### src/hdl/pch_pkg.sv
// Package with the constants, codes and types of the pair co-occurrence hash counter.
package pch_pkg;

    localparam int unsigned SLOT_BITS   = 12;
    localparam int unsigned TABLE_SLOTS = 1 << SLOT_BITS;
    localparam int unsigned OCC_BITS    = SLOT_BITS + 1;
    localparam int unsigned KEY_BITS    = 64;
    localparam int unsigned CNT_BITS    = 32;
    localparam int unsigned STAT_BITS   = 3;

    localparam logic [KEY_BITS-1:0] HASH_MULT = 64'd1099511628211;

    // New keys are refused once occupied * 10 >= slots * 7.
    localparam logic [OCC_BITS+3:0] LOAD_LIMIT = (OCC_BITS+4)'((TABLE_SLOTS * 7 + 9) / 10);

    localparam logic [STAT_BITS-1:0] ST_INCREMENTED = 3'd0;
    localparam logic [STAT_BITS-1:0] ST_INSERTED    = 3'd1;
    localparam logic [STAT_BITS-1:0] ST_FULL        = 3'd2;
    localparam logic [STAT_BITS-1:0] ST_INVALID     = 3'd3;
    localparam logic [STAT_BITS-1:0] ST_READ        = 3'd4;

    localparam int unsigned QUEUE_DEPTH = 2;

    // One classified job passed from the front end to the table engine.
    typedef struct packed {
        logic                 is_read;
        logic                 is_invalid;
        logic [KEY_BITS-1:0]  key;
        logic [SLOT_BITS-1:0] slot;
    } t_job;

    typedef struct packed {
        logic [STAT_BITS-1:0] status;
        logic [SLOT_BITS-1:0] slot;
        logic [KEY_BITS-1:0]  stored_key;
        logic [CNT_BITS-1:0]  pair_count;
    } t_result;

endpackage

### src/hdl/pch_front.sv
// Front end: accepts input words, hashes the key and queues classified jobs.
module pch_front (
    input  logic                              i_clk,
    input  logic                              i_rst_n,
    input  logic                              i_push,
    output logic                              o_full,
    input  logic                              i_kind,
    input  logic [pch_pkg::KEY_BITS-1:0]      i_pair_key,
    input  logic [pch_pkg::SLOT_BITS-1:0]     i_slot_index,
    output logic                              o_job_valid,
    output pch_pkg::t_job                     o_job,
    input  logic                              i_job_take
);

    // Stage 1 registers the item; the hash multiply works on that register as the job enters the queue.
    logic                          r_s1_valid;
    logic                          r_s1_kind;
    logic [pch_pkg::KEY_BITS-1:0]  r_s1_key;
    logic [pch_pkg::SLOT_BITS-1:0] r_s1_idx;

    pch_pkg::t_job r_q [pch_pkg::QUEUE_DEPTH];
    logic          r_wp, r_rp;
    logic [1:0]    r_cnt;
    logic [pch_pkg::SLOT_BITS-1:0] w_prod;
    pch_pkg::t_job w_job;
    logic          w_s1_move;
    logic          w_push_ok;

    // Stage 1 may hand off only when the queue has a free entry.
    assign w_s1_move = r_s1_valid && (r_cnt != 2'd2);
    assign o_full    = r_s1_valid && !w_s1_move;
    assign w_push_ok = i_push && !o_full;

    // Only the low product bits pick the home slot, and they depend only on
    // the low bits of both factors.
    assign w_prod = r_s1_key[pch_pkg::SLOT_BITS-1:0] * pch_pkg::HASH_MULT[pch_pkg::SLOT_BITS-1:0];

    always_comb begin
        w_job.is_read    = r_s1_kind;
        w_job.is_invalid = !r_s1_kind && (r_s1_key == '0);
        w_job.key        = r_s1_key;
        w_job.slot       = r_s1_kind ? r_s1_idx : w_prod;
    end

    always_ff @(posedge i_clk) begin
        if (!i_rst_n) begin
            r_s1_valid <= 1'b0;
            r_wp       <= 1'b0;
            r_rp       <= 1'b0;
            r_cnt      <= 2'd0;
        end else begin
            if (w_push_ok) begin
                r_s1_valid <= 1'b1;
            end else if (w_s1_move) begin
                r_s1_valid <= 1'b0;
            end
            if (w_s1_move) begin
                r_wp <= ~r_wp;
            end
            if (i_job_take) begin
                r_rp <= ~r_rp;
            end
            r_cnt <= r_cnt + {1'b0, w_s1_move} - {1'b0, i_job_take};
        end
    end

    always_ff @(posedge i_clk) begin
        if (w_push_ok) begin
            r_s1_kind <= i_kind;
            r_s1_key  <= i_pair_key;
            r_s1_idx  <= i_slot_index;
        end
        if (w_s1_move) begin
            r_q[r_wp] <= w_job;
        end
    end

    assign o_job_valid = (r_cnt != 2'd0);
    assign o_job       = r_q[r_rp];

endmodule

### config.mk
export PLATFORM = sky130hd
export DESIGN_NAME = pch_front
export DESIGN_NICKNAME = d
export VERILOG_FILES = /design/src/hdl/pch_pkg.sv /design/src/hdl/pch_front.sv
export SDC_FILE = /design/constraint.sdc
export NUM_CORES = 1
export LEC_CHECK = 0
export BUFFER_PORTS_ARGS = -buffer_cell sky130_fd_sc_hd__buf_4
export CAP_MARGIN = 30
export CORE_MARGIN = 2
export CORE_UTILIZATION = 59
export DETAILED_ROUTE_END_ITERATION = 8
export PLACE_DENSITY_LB_ADDON = 0.08
export SETUP_SLACK_MARGIN = 0.15
export SYNTH_ARGS = -nofsm -noshare
export SYNTH_HDL_FRONTEND = slang
export SYNTH_SLANG_ARGS = --single-unit
export TNS_END_PERCENT = 10
### constraint.sdc
create_clock -name i_clk -period 6.95 [get_ports i_clk]
set_input_delay 1.0425 -clock i_clk [delete_from_list [all_inputs] [get_ports i_clk]]
set_output_delay 1.0425 -clock i_clk [all_outputs]
set_load 0.1 [all_outputs]
---- After elaboration in Yosys (flattened, before gate mapping) ----
Memory sizes are Yosys's and may differ from the RTL's. A register that Yosys moved wholly into a read port is not among the register bits.
Index checks and enable logic that the tools add are counted.
storage, ports and cells
  bits in registers ....................... 82
  output and inout port bits .............. 80
  memories kept ........................... 1
  RAM bits ................................ 156
cells by class
  bitwise gates (word level) .............. 2
  eq/ne operators ......................... 1
  reduce and logical (&&, ||, !) cells .... 10
  multiply operators ...................... 1
  add/sub/neg operators ................... 2
  muxes and demuxes ....................... 7
memories
  name  depth  width  rd ports  clocked after memory_dff  write ports  line             text
  r_q   2      78     1         1                         1            pch_front.sv:21  pch_pkg::t_job r_q [pch_pkg::QUEUE_DEPTH];
operator list
  operator               number
  $logic_not 64->1       1
  $mul 12x9->12 const B  1
  $mux 12                1
  $mux 1                 6
  $logic_and 1x1->1      4
  $reduce_bool 2->1      2
  $logic_not 1->1        3
  $add 2x1->2            1
  $ne 2x2->1 const B     1
  $not 1->1              2
  $sub 2x1->2            1

---- Longest topological paths before layout ----
Gate-level depths: netlist (run 1).
  depth after elaboration ................. 7
  gate-level depth with buffers ........... 14
  gate-level depth less buffers ........... 14

---- Worst setup path before layout (run 1) ----
OpenSTA, ideal clock, no wires.
  kind .................................... input-to-reg
  start point ............................. input i_push
  end point ............................... register r_s1_idx[0] (netlist name) (enable)
  buffers on the path ..................... 0
  arrival ................................. 4.412 ns
  stages .................................. 1
  setup time .............................. 0.520 ns
  required time ........................... 6.430 ns
  slack ................................... 2.017 ns
  path through ............................ nor2b_1
on the way
  word-level cells in the longest chain between the ends .. 1
ends and longest elaborated chain
  what                  line             text
  start, declared       pch_front.sv:5   input logic i_push,
  $logic_and 1x1->1     pch_front.sv:32  assign w_push_ok = i_push && !o_full;
  end signal, assigned  pch_front.sv:71  r_s1_idx <= i_slot_index;
  end, declared         pch_front.sv:19  logic [pch_pkg::SLOT_BITS-1:0] r_s1_idx;
Every way passes these cells.
A chain may end at the register's enable or synchronous reset.

==> results of run 1 <==
## path summary, 6_finish.rpt
| check | startpoint | endpoint | cells past startpoint |
|---|---|---|---|
| worst min register to register | r_s1_key[29]$_DFFE_PP_ | r_q[0][41]$_DFFE_PP_ | 0 |
| worst min-delay path | r_s1_key[29]$_DFFE_PP_ | r_q[0][41]$_DFFE_PP_ | 0 |
| worst max-delay path | r_s1_key[5]$_DFFE_PP_ | r_q[0][10]$_DFFE_PP_ | 12 |
| worst max register to register | r_s1_key[5]$_DFFE_PP_ | r_q[0][10]$_DFFE_PP_ | 12 |
## stage by stage
step	utilization, %	instances
6_report	74.89	942
5_1_grt	74.89	942
3_5_place_dp	70.32	900
2_1_floorplan	-	529
4_1_cts	74.89	942
3_3_place_gp	69.68	896
## registers in the layout, indices dropped and copies added (netlist names), named ones only
signal and flops:
r_wp 1, r_s1_idx 12, r_s1_kind 1, r_rp 1
r_q 156, r_cnt 2, r_s1_key 64, r_s1_valid 1
## metal layers
layer,track usage (%),vias up,share of wire [%]
met3,3.499,24,4.9
met5,0,-,0
met2,36.10,127,53
met1,25.37,2438,41
met4,5.072,0,1.7
li1,-,2337,-
## layout by cell type, fill, tap and decap left out, types with 2 or more instances in the layout
cell type	instances
clkinv_2	4
nand2_1	10
and2_1	5
clkbuf_8	3
nor4_1	10
clkbuf_16	25
xor2_1	6
buf_16	3
nor3_1	4
clkinv_1	4
mux2_2	82
a21oi_1	4
o21ai_0	9
o31ai_1	3
edfxtp_1	233
buf_4	162
nand3_1	3
inv_1	55
o21a_1	3
nand4_1	2
xnor2_1	8
nor2_1	5
fa_1	16
dfxtp_1	5
or4_1	2
ha_1	39
clkbuf_1	5
## cell usage after synthesis (all sizes together)
cell type | instances | area [µm²]
edfxtp | 233 | 6997
mux2 | 82 | 923.4
inv | 55 | 206.5
ha | 39 | 488.0
fa | 16 | 320.3
nand2 | 10 | 37.54
nor4 | 10 | 62.56
o21ai | 9 | 45.04
xnor2 | 8 | 70.07
clkbuf | 7 | 26.28
dfxtp | 6 | 120.1
nor2 | 6 | 22.52
xor2 | 6 | 52.55
and2 | 5 | 31.28
a21oi | 4 | 20.02
buf | 4 | 18.76
nor3 | 4 | 20.02
nand3 | 3 | 15.01
o21a | 3 | 22.52
o31ai | 3 | 22.52
a211oi | 2 | 20.02
nand4 | 2 | 12.51
nor2b | 2 | 12.51
or4 | 2 | 15.01
a21boi | 1 | 7.510
a21o | 1 | 7.510
and3 | 1 | 6.260
and4b | 1 | 10.01
nand2b | 1 | 6.260
nor4b | 1 | 8.760
o311ai | 1 | 8.760
or2 | 1 | 6.260
## power by group through the flow
stage | sequential, mW | clock [mW] | combinational (mW)
global route | 1.80 | 1.26 | 1.24
finish | 1.79 | 1.19 | 1.17
CTS | 1.79 | 1.21 | 1.18
global placement | 1.82 | 0 | 1.13
floorplan | 1.80 | 0 | 0.911
detailed placement | 1.82 | 0 | 1.17
## cell families (layout without fill, tap and decap cells)
family | Yosys count | count (layout) | share of synthesized area [%]
AOI/OAI and AO/OA | 24 | 24 | 1.596
adders and majority gates | 55 | 55 | 8.382
and+or+nand+nor | 49 | 49 | 2.764
muxes | 82 | 82 | 9.576
DFF | 239 | 239 | 73.80
buffers and inverters | 66 | 263 | 2.608
xor gates and xnor gates | 14 | 14 | 1.272
## cell type report
cell class / count / area [µm²] / area share (%)
Clock buffer: 33 / 685.7 / 5.742
Clock inverter: 9 / 43.79 / 0.3668
Inverter: 55 / 206.4 / 1.729
Multi-Input combinational cell: 224 / 2295 / 19.22
Sequential cell: 239 / 7121 / 59.64
Tap cell: 216 / 270.3 / 2.263
Timing Repair Buffer: 166 / 1319 / 11.04
==> impl_metrics.json, run 1 <==
{
  "status": "finished, final reports clean",
  "num_antenna_cells": 0,
  "die_y_um": 131.8,
  "synthesis.nets": 665,
  "grt_first_pass_wirelength_um": 27140,
  "cts-resized-gates": 0,
  "ioPinCount": 161,
  "setup_violations": 0,
  "p_sw_mw": 1.363,
  "endpoint_kind": "register",
  "setup_ws_ns": 3.010,
  "clock_sinks": 239,
  "cell_internal_pwr_mw": 2.777,
  "pre_cts_slack_ns": 3.056,
  "crit_buf_inv": 2,
  "hold_buffers": 0,
  "path_common_cell": "ha_1",
  "start_util_pct": 60.49,
  "area_growth_pct": 23.82,
  "die_w_um": 131.8,
  "clockBufferDepth": 3,
  "comb_power_share_pct": 28.2,
  "grt.overflow.total": 0,
  "insertion_delay_ns": 0.50,
  "antenna_found_initial": 0,
  "synth-seq-cells": 239,
  "placeableCoreArea_um2": 15940,
  "drv_cap": 0,
  "wirelength_um": 17330,
  "p_leak_nw": 4.564,
  "power_density_nw_per_um2": 346.7,
  "post-cts-setup-buffers": 0,
  "cp_slowest_cell": "fa_1",
  "p_sw_share_pct": 32.92,
  "yosys_warnings": 0,
  "io_buffers": 160,
  "numCtsBuffers": 24,
  "via_per_inst": 5.229,
  "num-fill-cells": 970,
  "hold_path.class": "reg -> reg",
  "grt_max_degree": 51,
  "crit_type": "reg -> reg",
  "slowest_delay_ns": 0.53,
  "power_mw": 4.139,
  "rows": 46,
  "vias": 4926,
  "cts_tree": "built",
  "whs_ns": 0.4677,
  "dpl_cell_area_um2": 11210,
  "clock-root-buffer": "clkbuf_16",
  "path_clk_slew_ns": 0.06,
  "finalHoldViolCount": 0,
  "peakVddDrop_mv": 0.2265,
  "fin_setup_tns_ns": 0,
  "crit_family": "adder cells",
  "grt_pass1_vias": 5247,
  "timing.reg2reg.setup_slack_ns": 3.01,
  "p_clk_share_pct": 28.6,
  "nets": 846,
  "gp_congestion": 0.8278,
  "cp-start-kind": "register",
  "antenna_left": 0,
  "synth.distinct_cells": 34,
  "synth-seq-area-share_pct": 73.80,
  "fin_crit_ns": 3.940,
  "drive_gt1_share_pct": 39.53,
  "drt_iter0_drc": 292,
  "syn_area_um2": 9643,
  "worstPathArrival_ns": 4.18,
  "relSlewSlack_pct": 47.73,
  "required_ns": 7.19,
  "finalCritPeriodShare_pct": 56.69,
  "grt_use_total_pct": 20.03,
  "finish.instance_area_um2": 11940,
  "die_area_um2": 17380,
  "syn_avg_cell_area_um2": 18.23,
  "rsz0062_at_grt": "no",
  "drtPass1Iterations": 4,
  "power_frac_seq_pct": 43.2,
  "clock_skew_ns": 0.01265,
  "max_freq_mhz": 253.8,
  "wl_per_cell_um": 18.40,
  "crit_chain": "ha_1 -> fa_1 -> ha_1 -> inv_1 -> fa_1 -> inv_1 -> ha_1 -> nor2b_1 -> o21ai_0 -> a21boi_0 -> o21ai_0 -> o311ai_0",
  "maxSlewViolCount": 0,
  "dp_hpwl_um": 11810,
  "tightest_slew_ns": 0.7840,
  "drcViolationCount": 0,
  "htreeDepth": 1,
  "syn_inst": 529,
  "crit_fanout": 5
}
No activity file was read; power rests on OpenSTA's default activity.
==> inputs of run 2 (changes only) <==
--- a/config.mk
+++ b/config.mk
@@ -8,7 +8,7 @@
 export BUFFER_PORTS_ARGS = -buffer_cell sky130_fd_sc_hd__buf_4
 export CAP_MARGIN = 30
 export CORE_MARGIN = 2
-export CORE_UTILIZATION = 59
+export CORE_UTILIZATION = 51
 export DETAILED_ROUTE_END_ITERATION = 8
 export PLACE_DENSITY_LB_ADDON = 0.08
 export SETUP_SLACK_MARGIN = 0.15
==> constraint.sdc (replaced) <==
create_clock -name i_clk -period 3.4 [get_ports i_clk]
set_input_delay 0.51 -clock i_clk [delete_from_list [all_inputs] [get_ports i_clk]]
set_output_delay 0.51 -clock i_clk [all_outputs]
set_load 0.1 [all_outputs]
==> run 2 against run 1 <==
Compared with the run above:
- the run now ends with setup timing left
- final area is 5.3% higher
- global-route usage is 1.6 points lower
- setup slack worse by 3.2 ns
- flip-flop and latch count stayed put
- sequential power is 100% higher
- critical path type unchanged
- largest cell class unchanged
==> impl_metrics.json, run 2 (synthesized netlist as in run 1, its figures left out) <==
{
  "regArea_um2": 7121,
  "cell_internal_pwr_mw": 6.171,
  "peakVddDrop_mv": 0.7889,
  "tightest_slew_ns": 0.9659,
  "ioPinCount": 161,
  "path_clk_slew_ns": 0.07,
  "dp.cells": 946,
  "vias": 5156,
  "power_density_nw_per_um2": 738.6,
  "relSlewSlack_pct": 35.61,
  "hold_buffers": 0,
  "start_util_pct": 51.72,
  "pre_cts_slack_ns": -0.4809,
  "worstPathArrival_ns": 3.82,
  "cts_tree": "built",
  "rows": 50,
  "die_w_um": 141.5,
  "finalHoldViolCount": 0,
  "cp-start-kind": "register",
  "clockBufferDepth": 3,
  "p_sw_mw": 3.113,
  "layout_common_cells": "edfxtp_1, buf_4, mux2_2",
  "power_frac_seq_pct": 39.4,
  "drcViolationCount": 0,
  "num_antenna_cells": 0,
  "fin_crit_ns": 3.595,
  "reg2reg_depth": 15,
  "p_clk_share_pct": 27.8,
  "whs_ns": 0.1510,
  "power_mw": 9.284,
  "clock_skew_ns": 0.01594,
  "gp_congestion": 0.8222,
  "via_per_inst": 5.141,
  "num-fill-cells": 1300,
  "grt_max_degree": 78,
  "mostFrequentLayoutCell": "edfxtp_1",
  "drt_iter0_drc": 212,
  "p_sw_share_pct": 33.53,
  "status": "complete, but fails checks",
  "drtPass1Iterations": 4,
  "maxSlewViolCount": 0,
  "crit_fanout": 3,
  "hold_path.class": "in -> reg",
  "io_buffers": 160,
  "wirelength_um": 18780,
  "multi_input_area_um2": 2566,
  "wl_per_cell_um": 18.72,
  "r2r-start": "r_s1_key[5]$_DFFE_PP_",
  "largest_register_ffs": 156,
  "die_area_um2": 20020,
  "setup_ws_ns": -0.1946,
  "setup_violations": 8,
  "grt_first_pass_wirelength_um": 28500,
  "nets": 888,
  "die_y_um": 141.5,
  "insertion_delay_ns": 0.53,
  "grt.overflow.total": 0,
  "area_growth_pct": 30.36,
  "drive_gt1_share_pct": 48.76,
  "largest-register": "r_q",
  "critPathCapture": "r_q[0][11]$_DFFE_PP_",
  "drv_cap": 0,
  "antenna_left": 0,
  "required_ns": 3.62,
  "htreeDepth": 1,
  "numCtsBuffers": 25,
  "reg_top3": "r_q: 156 flops, r_s1_key: 64 flops, r_s1_idx: 12 flops",
  "grt_use_total_pct": 18.42,
  "antenna_found_initial": 0,
  "clock_sinks": 239,
  "p_leak_nw": 4.784,
  "placeableCoreArea_um2": 18640,
  "startpoint": "r_s1_key[5]$_DFFE_PP_",
  "finish.instance_area_um2": 12570,
  "stdcell_count": 1003,
  "dpl_cell_area_um2": 11420,
  "comb_power_share_pct": 32.8,
  "crit_type": "reg -> reg",
  "max_freq_mhz": 278.2,
  "timing.reg2reg.setup_slack_ns": -0.19,
  "finalCritPeriodShare_pct": 105.7,
  "fin_setup_tns_ns": -0.9780,
  "violations": "setup timing",
  "clock-root-buffer": "clkbuf_16",
  "r2r_end": "r_q[0][11]$_DFFE_PP_",
  "grt_pass1_vias": 5610,
  "rsz0062_at_grt": "yes",
  "endpoint_kind": "register",
  "dp_hpwl_um": 12200,
  "final_core_util_pct": 67.43
}
## run 2: cell types whose count changed in the layout (fill, tap and decap cells not counted), sizes merged
cell / previous run / this run
inv: 55 / 56
clkbuf: 33 / 27
bufinv: 0 / 2
clkinv: 9 / 12
buf: 166 / 207
clkinvlp: 0 / 2
## run 2: area by class of cell
| cell class | instances | area share (%) |
|---|---|---|
| clock inverter | 17 | 1.184 |
| timing repair buffer | 207 | 12.75 |
| inverter | 55 | 1.642 |
| sequential | 239 | 56.64 |
| tap | 234 | 2.329 |
| multi-input combinational | 224 | 20.41 |
| clock buffer | 27 | 5.036 |
## run 2: timing repair
action	CTS	global route
endpoints found under the setup margin	12	12
pin swaps	26	17
resized for setup	35	23
cloned	0	0
setup buffers	10	3
## run 2: critical path, stage by stage (launching register included)
cell	delay, ns
edfxtp_1	0.44
inv_2	0.08
ha_4	0.27
inv_1	0.06
fa_1	0.56
inv_2	0.04
fa_1	0.48
inv_1	0.05
fa_1	0.52
inv_2	0.05
ha_4	0.21
o21ai_2	0.14
a21oi_2	0.05
buf_4	0.14
nor3_4	0.13
o31ai_2	0.09
## run 2: per-layer routing
layer / vias up / track usage, % / wire [µm]
li1: 2424 / - / -
met1: 2562 / 21.91 / 7457
met2: 136 / 33.67 / 9952
met3: 34 / 3.375 / 801
met4: 0 / 6.474 / 564
met5: - / 0 / 0
## run 2: worst min-delay path by stage
stage	start	endpoint	slack, ns	depth (start not counted)
detailed placement	r_s1_key[13]$_DFFE_PP_	r_q[1][25]$_DFFE_PP_	0.46	0
global route	i_pair_key[44]	r_s1_key[44]$_DFFE_PP_	0.14	1
finish	i_pair_key[17]	r_s1_key[17]$_DFFE_PP_	0.15	1
CTS	i_pair_key[38]	r_s1_key[38]$_DFFE_PP_	0.13	1
global placement	r_s1_key[31]$_DFFE_PP_	r_q[0][43]$_DFFE_PP_	0.44	0
floorplan	r_s1_key[28]$_DFFE_PP_	r_q[0][40]$_DFFE_PP_	0.44	0
## run 2: power groups by stage
stage	Sequential [mW]	Clock (mW)	Combinational, mW
final	3.66	2.58	3.05
after global routing	3.68	2.73	3.24
after CTS	3.66	2.64	2.85
after detailed placement	3.72	0	2.55
after global placement	3.71	0	2.50
after floorplan	3.68	0	1.86
==> inputs of run 3 (changes only) <==
--- a/config.mk
+++ b/config.mk
@@ -8,9 +8,8 @@
 export BUFFER_PORTS_ARGS = -buffer_cell sky130_fd_sc_hd__buf_4
 export CAP_MARGIN = 30
 export CORE_MARGIN = 2
-export CORE_UTILIZATION = 51
+export CORE_UTILIZATION = 31
 export DETAILED_ROUTE_END_ITERATION = 8
-export PLACE_DENSITY_LB_ADDON = 0.08
 export SETUP_SLACK_MARGIN = 0.15
 export SYNTH_ARGS = -nofsm -noshare
 export SYNTH_HDL_FRONTEND = slang
==> run 3 against run 2 <==
Compared with the run above:
- the flow still finishes with violations (setup timing)
- critical path type unchanged
- combinational power decreased by 3%
- largest cell class unchanged
- critical path depth decreased by 1
- largest power group unchanged
- utilization decreased by 25 points
- first-iteration DRC count increased by 12%
- worst hold slack improved by 0.0059 ns
- non-clock buffer count decreased by 1
- highest routed layer unchanged
==> impl_metrics.json, run 3 (synthesized netlist as in run 1, its figures left out) <==
{
  "status": "complete, but fails checks",
  "violations": "setup timing",
  "num-fill-cells": 2803,
  "drtPass1Iterations": 6,
  "multi_input_area_um2": 2570,
  "worstPathArrival_ns": 3.95,
  "regArea_um2": 7121,
  "setup_ws_ns": -0.2081,
  "via_per_inst": 4.402,
  "ioPinCount": 161,
  "relSlewSlack_pct": 59.88,
  "rsz0062_at_grt": "yes",
  "maxSlewViolCount": 0,
  "largest-register": "r_q",
  "drive_gt1_share_pct": 48.58,
  "gp_congestion": 0.7804,
  "power_frac_seq_pct": 39.2,
  "cp_slowest_cell": "fa_1",
  "insertion_delay_ns": 0.53,
  "drt_iter0_drc": 238,
  "clock-root-buffer": "clkbuf_16",
  "mostFrequentLayoutCell": "edfxtp_1",
  "path_clk_slew_ns": 0.06,
  "peakVddDrop_mv": 0.3972,
  "endpoint_kind": "register",
  "p_leak_nw": 4.818,
  "setup_violations": 8,
  "clockBufferDepth": 3,
  "p_sw_share_pct": 33.41,
  "hold_path.class": "in -> reg",
  "cp-start-kind": "register",
  "wirelength_um": 20360,
  "antenna_found_initial": 0,
  "antenna_left": 0,
  "clock_sinks": 239,
  "required_ns": 3.74,
  "whs_ns": 0.1569,
  "p_clk_share_pct": 28.9,
  "power_density_nw_per_um2": 725.2,
  "crit_buf_inv": 4,
  "dpl_cell_area_um2": 11600,
  "rows": 64,
  "area_growth_pct": 33.18,
  "largest_register_ffs": 156,
  "reg_top3": "r_q: 156 flops, r_s1_key: 64 flops, r_s1_idx: 12 flops",
  "grt.overflow.total": 0,
  "grt_use_total_pct": 12.15,
  "final_core_util_pct": 41.98,
  "timing.reg2reg.setup_slack_ns": -0.21,
  "placeableCoreArea_um2": 30590,
  "pre_cts_slack_ns": -0.4069,
  "drv_cap": 0,
  "die_w_um": 180.4,
  "dp_hpwl_um": 13350,
  "wl_per_cell_um": 17.40,
  "grt_pass1_vias": 5437,
  "slowest_delay_ns": 0.52,
  "path_common_cell": "xnor2_1",
  "cell_internal_pwr_mw": 6.201,
  "crit_chain": "buf_4 -> inv_2 -> ha_4 -> inv_1 -> fa_1 -> fa_1 -> fa_2 -> xor2_1 -> xnor2_1 -> xnor2_1 -> xnor2_1 -> buf_4 -> o21a_1 -> o31ai_2",
  "finalHoldViolCount": 0,
  "start_util_pct": 31.52,
  "p_sw_mw": 3.112,
  "cts_tree": "built",
  "comb_power_share_pct": 31.9,
  "fin_crit_ns": 3.608,
  "nets": 889,
  "num_antenna_cells": 0,
  "crit_type": "reg -> reg",
  "grt_first_pass_wirelength_um": 30750,
  "finish.instance_area_um2": 12840,
  "grt_max_degree": 80,
  "crit_fanout": 4,
  "finalCritPeriodShare_pct": 106.1,
  "htreeDepth": 1,
  "numCtsBuffers": 27,
  "tightest_slew_ns": 0.6018,
  "clock_skew_ns": 0.008145,
  "die_area_um2": 32530,
  "drcViolationCount": 0,
  "crit_family": "adder cells",
  "vias": 5150,
  "io_buffers": 160,
  "die_y_um": 180.4,
  "max_freq_mhz": 277.2,
  "layout_common_cells": "edfxtp_1, buf_4, mux2_2"
}
==> run 3: final cells by class <==
class / count / share of cell area [%]
Clock buffer: 38 / 5.739
Clock inverter: 12 / 0.6625
Inverter: 55 / 1.608
Multi-Input combinational cell: 224 / 20.01
Sequential cell: 239 / 55.45
Tap cell: 396 / 3.858
Timing Repair Buffer: 206 / 12.68
==> run 3: power by group through the flow <==
stage,Sequential [mW],Combinational (mW),Clock (mW)
after floorplan,3.68,1.86,0
after global placement,3.70,2.54,0
after detailed placement,3.72,2.56,0
after CTS,3.66,2.82,2.79
after global routing,3.67,3.15,2.88
final,3.65,2.97,2.69
==> run 3: path summary, 6_finish.rpt <==
check | end | cells after the start | startpoint
setup / recovery | r_q[1][11]$_DFFE_PP_ | 14 | r_s1_key[2]$_DFFE_PP_
hold / removal | r_s1_key[52]$_DFFE_PP_ | 1 | i_pair_key[52]
setup reg to reg | r_q[1][11]$_DFFE_PP_ | 14 | r_s1_key[2]$_DFFE_PP_
hold reg to reg | r_q[0][42]$_DFFE_PP_ | 0 | r_s1_key[30]$_DFFE_PP_
==> run 3: timing repair <==
item / in CTS / in global routing
hold buffers: 0 / 0
resized for setup: 40 / 22
cloned: 0 / 0
endpoints found under the setup margin: 12 / 12
pin swaps: 27 / 19
setup buffers: 5 / 9
==> run 3: through the flow <==
step	power, mW	TNS, ns	std cells
2_1_floorplan	5.543	-76.15	529
6_report	9.313	-0.8187	1170
5_1_grt	9.702	-1.729	1170
4_1_cts	9.270	-0.9970	1160
3_5_place_dp	6.277	-2.830	1105
3_3_place_gp	6.245	-2.164	1105
==> run 3: routing by layer <==
layer	track usage (%)	wire length, µm	share of wire, %	vias up
li1	-	-	-	2424
met1	15.37	8614	42	2560
met2	21.42	10370	51	134
met3	2.445	953	4.7	32
met4	2.806	413	2.0	0
met5	0	0	0	-
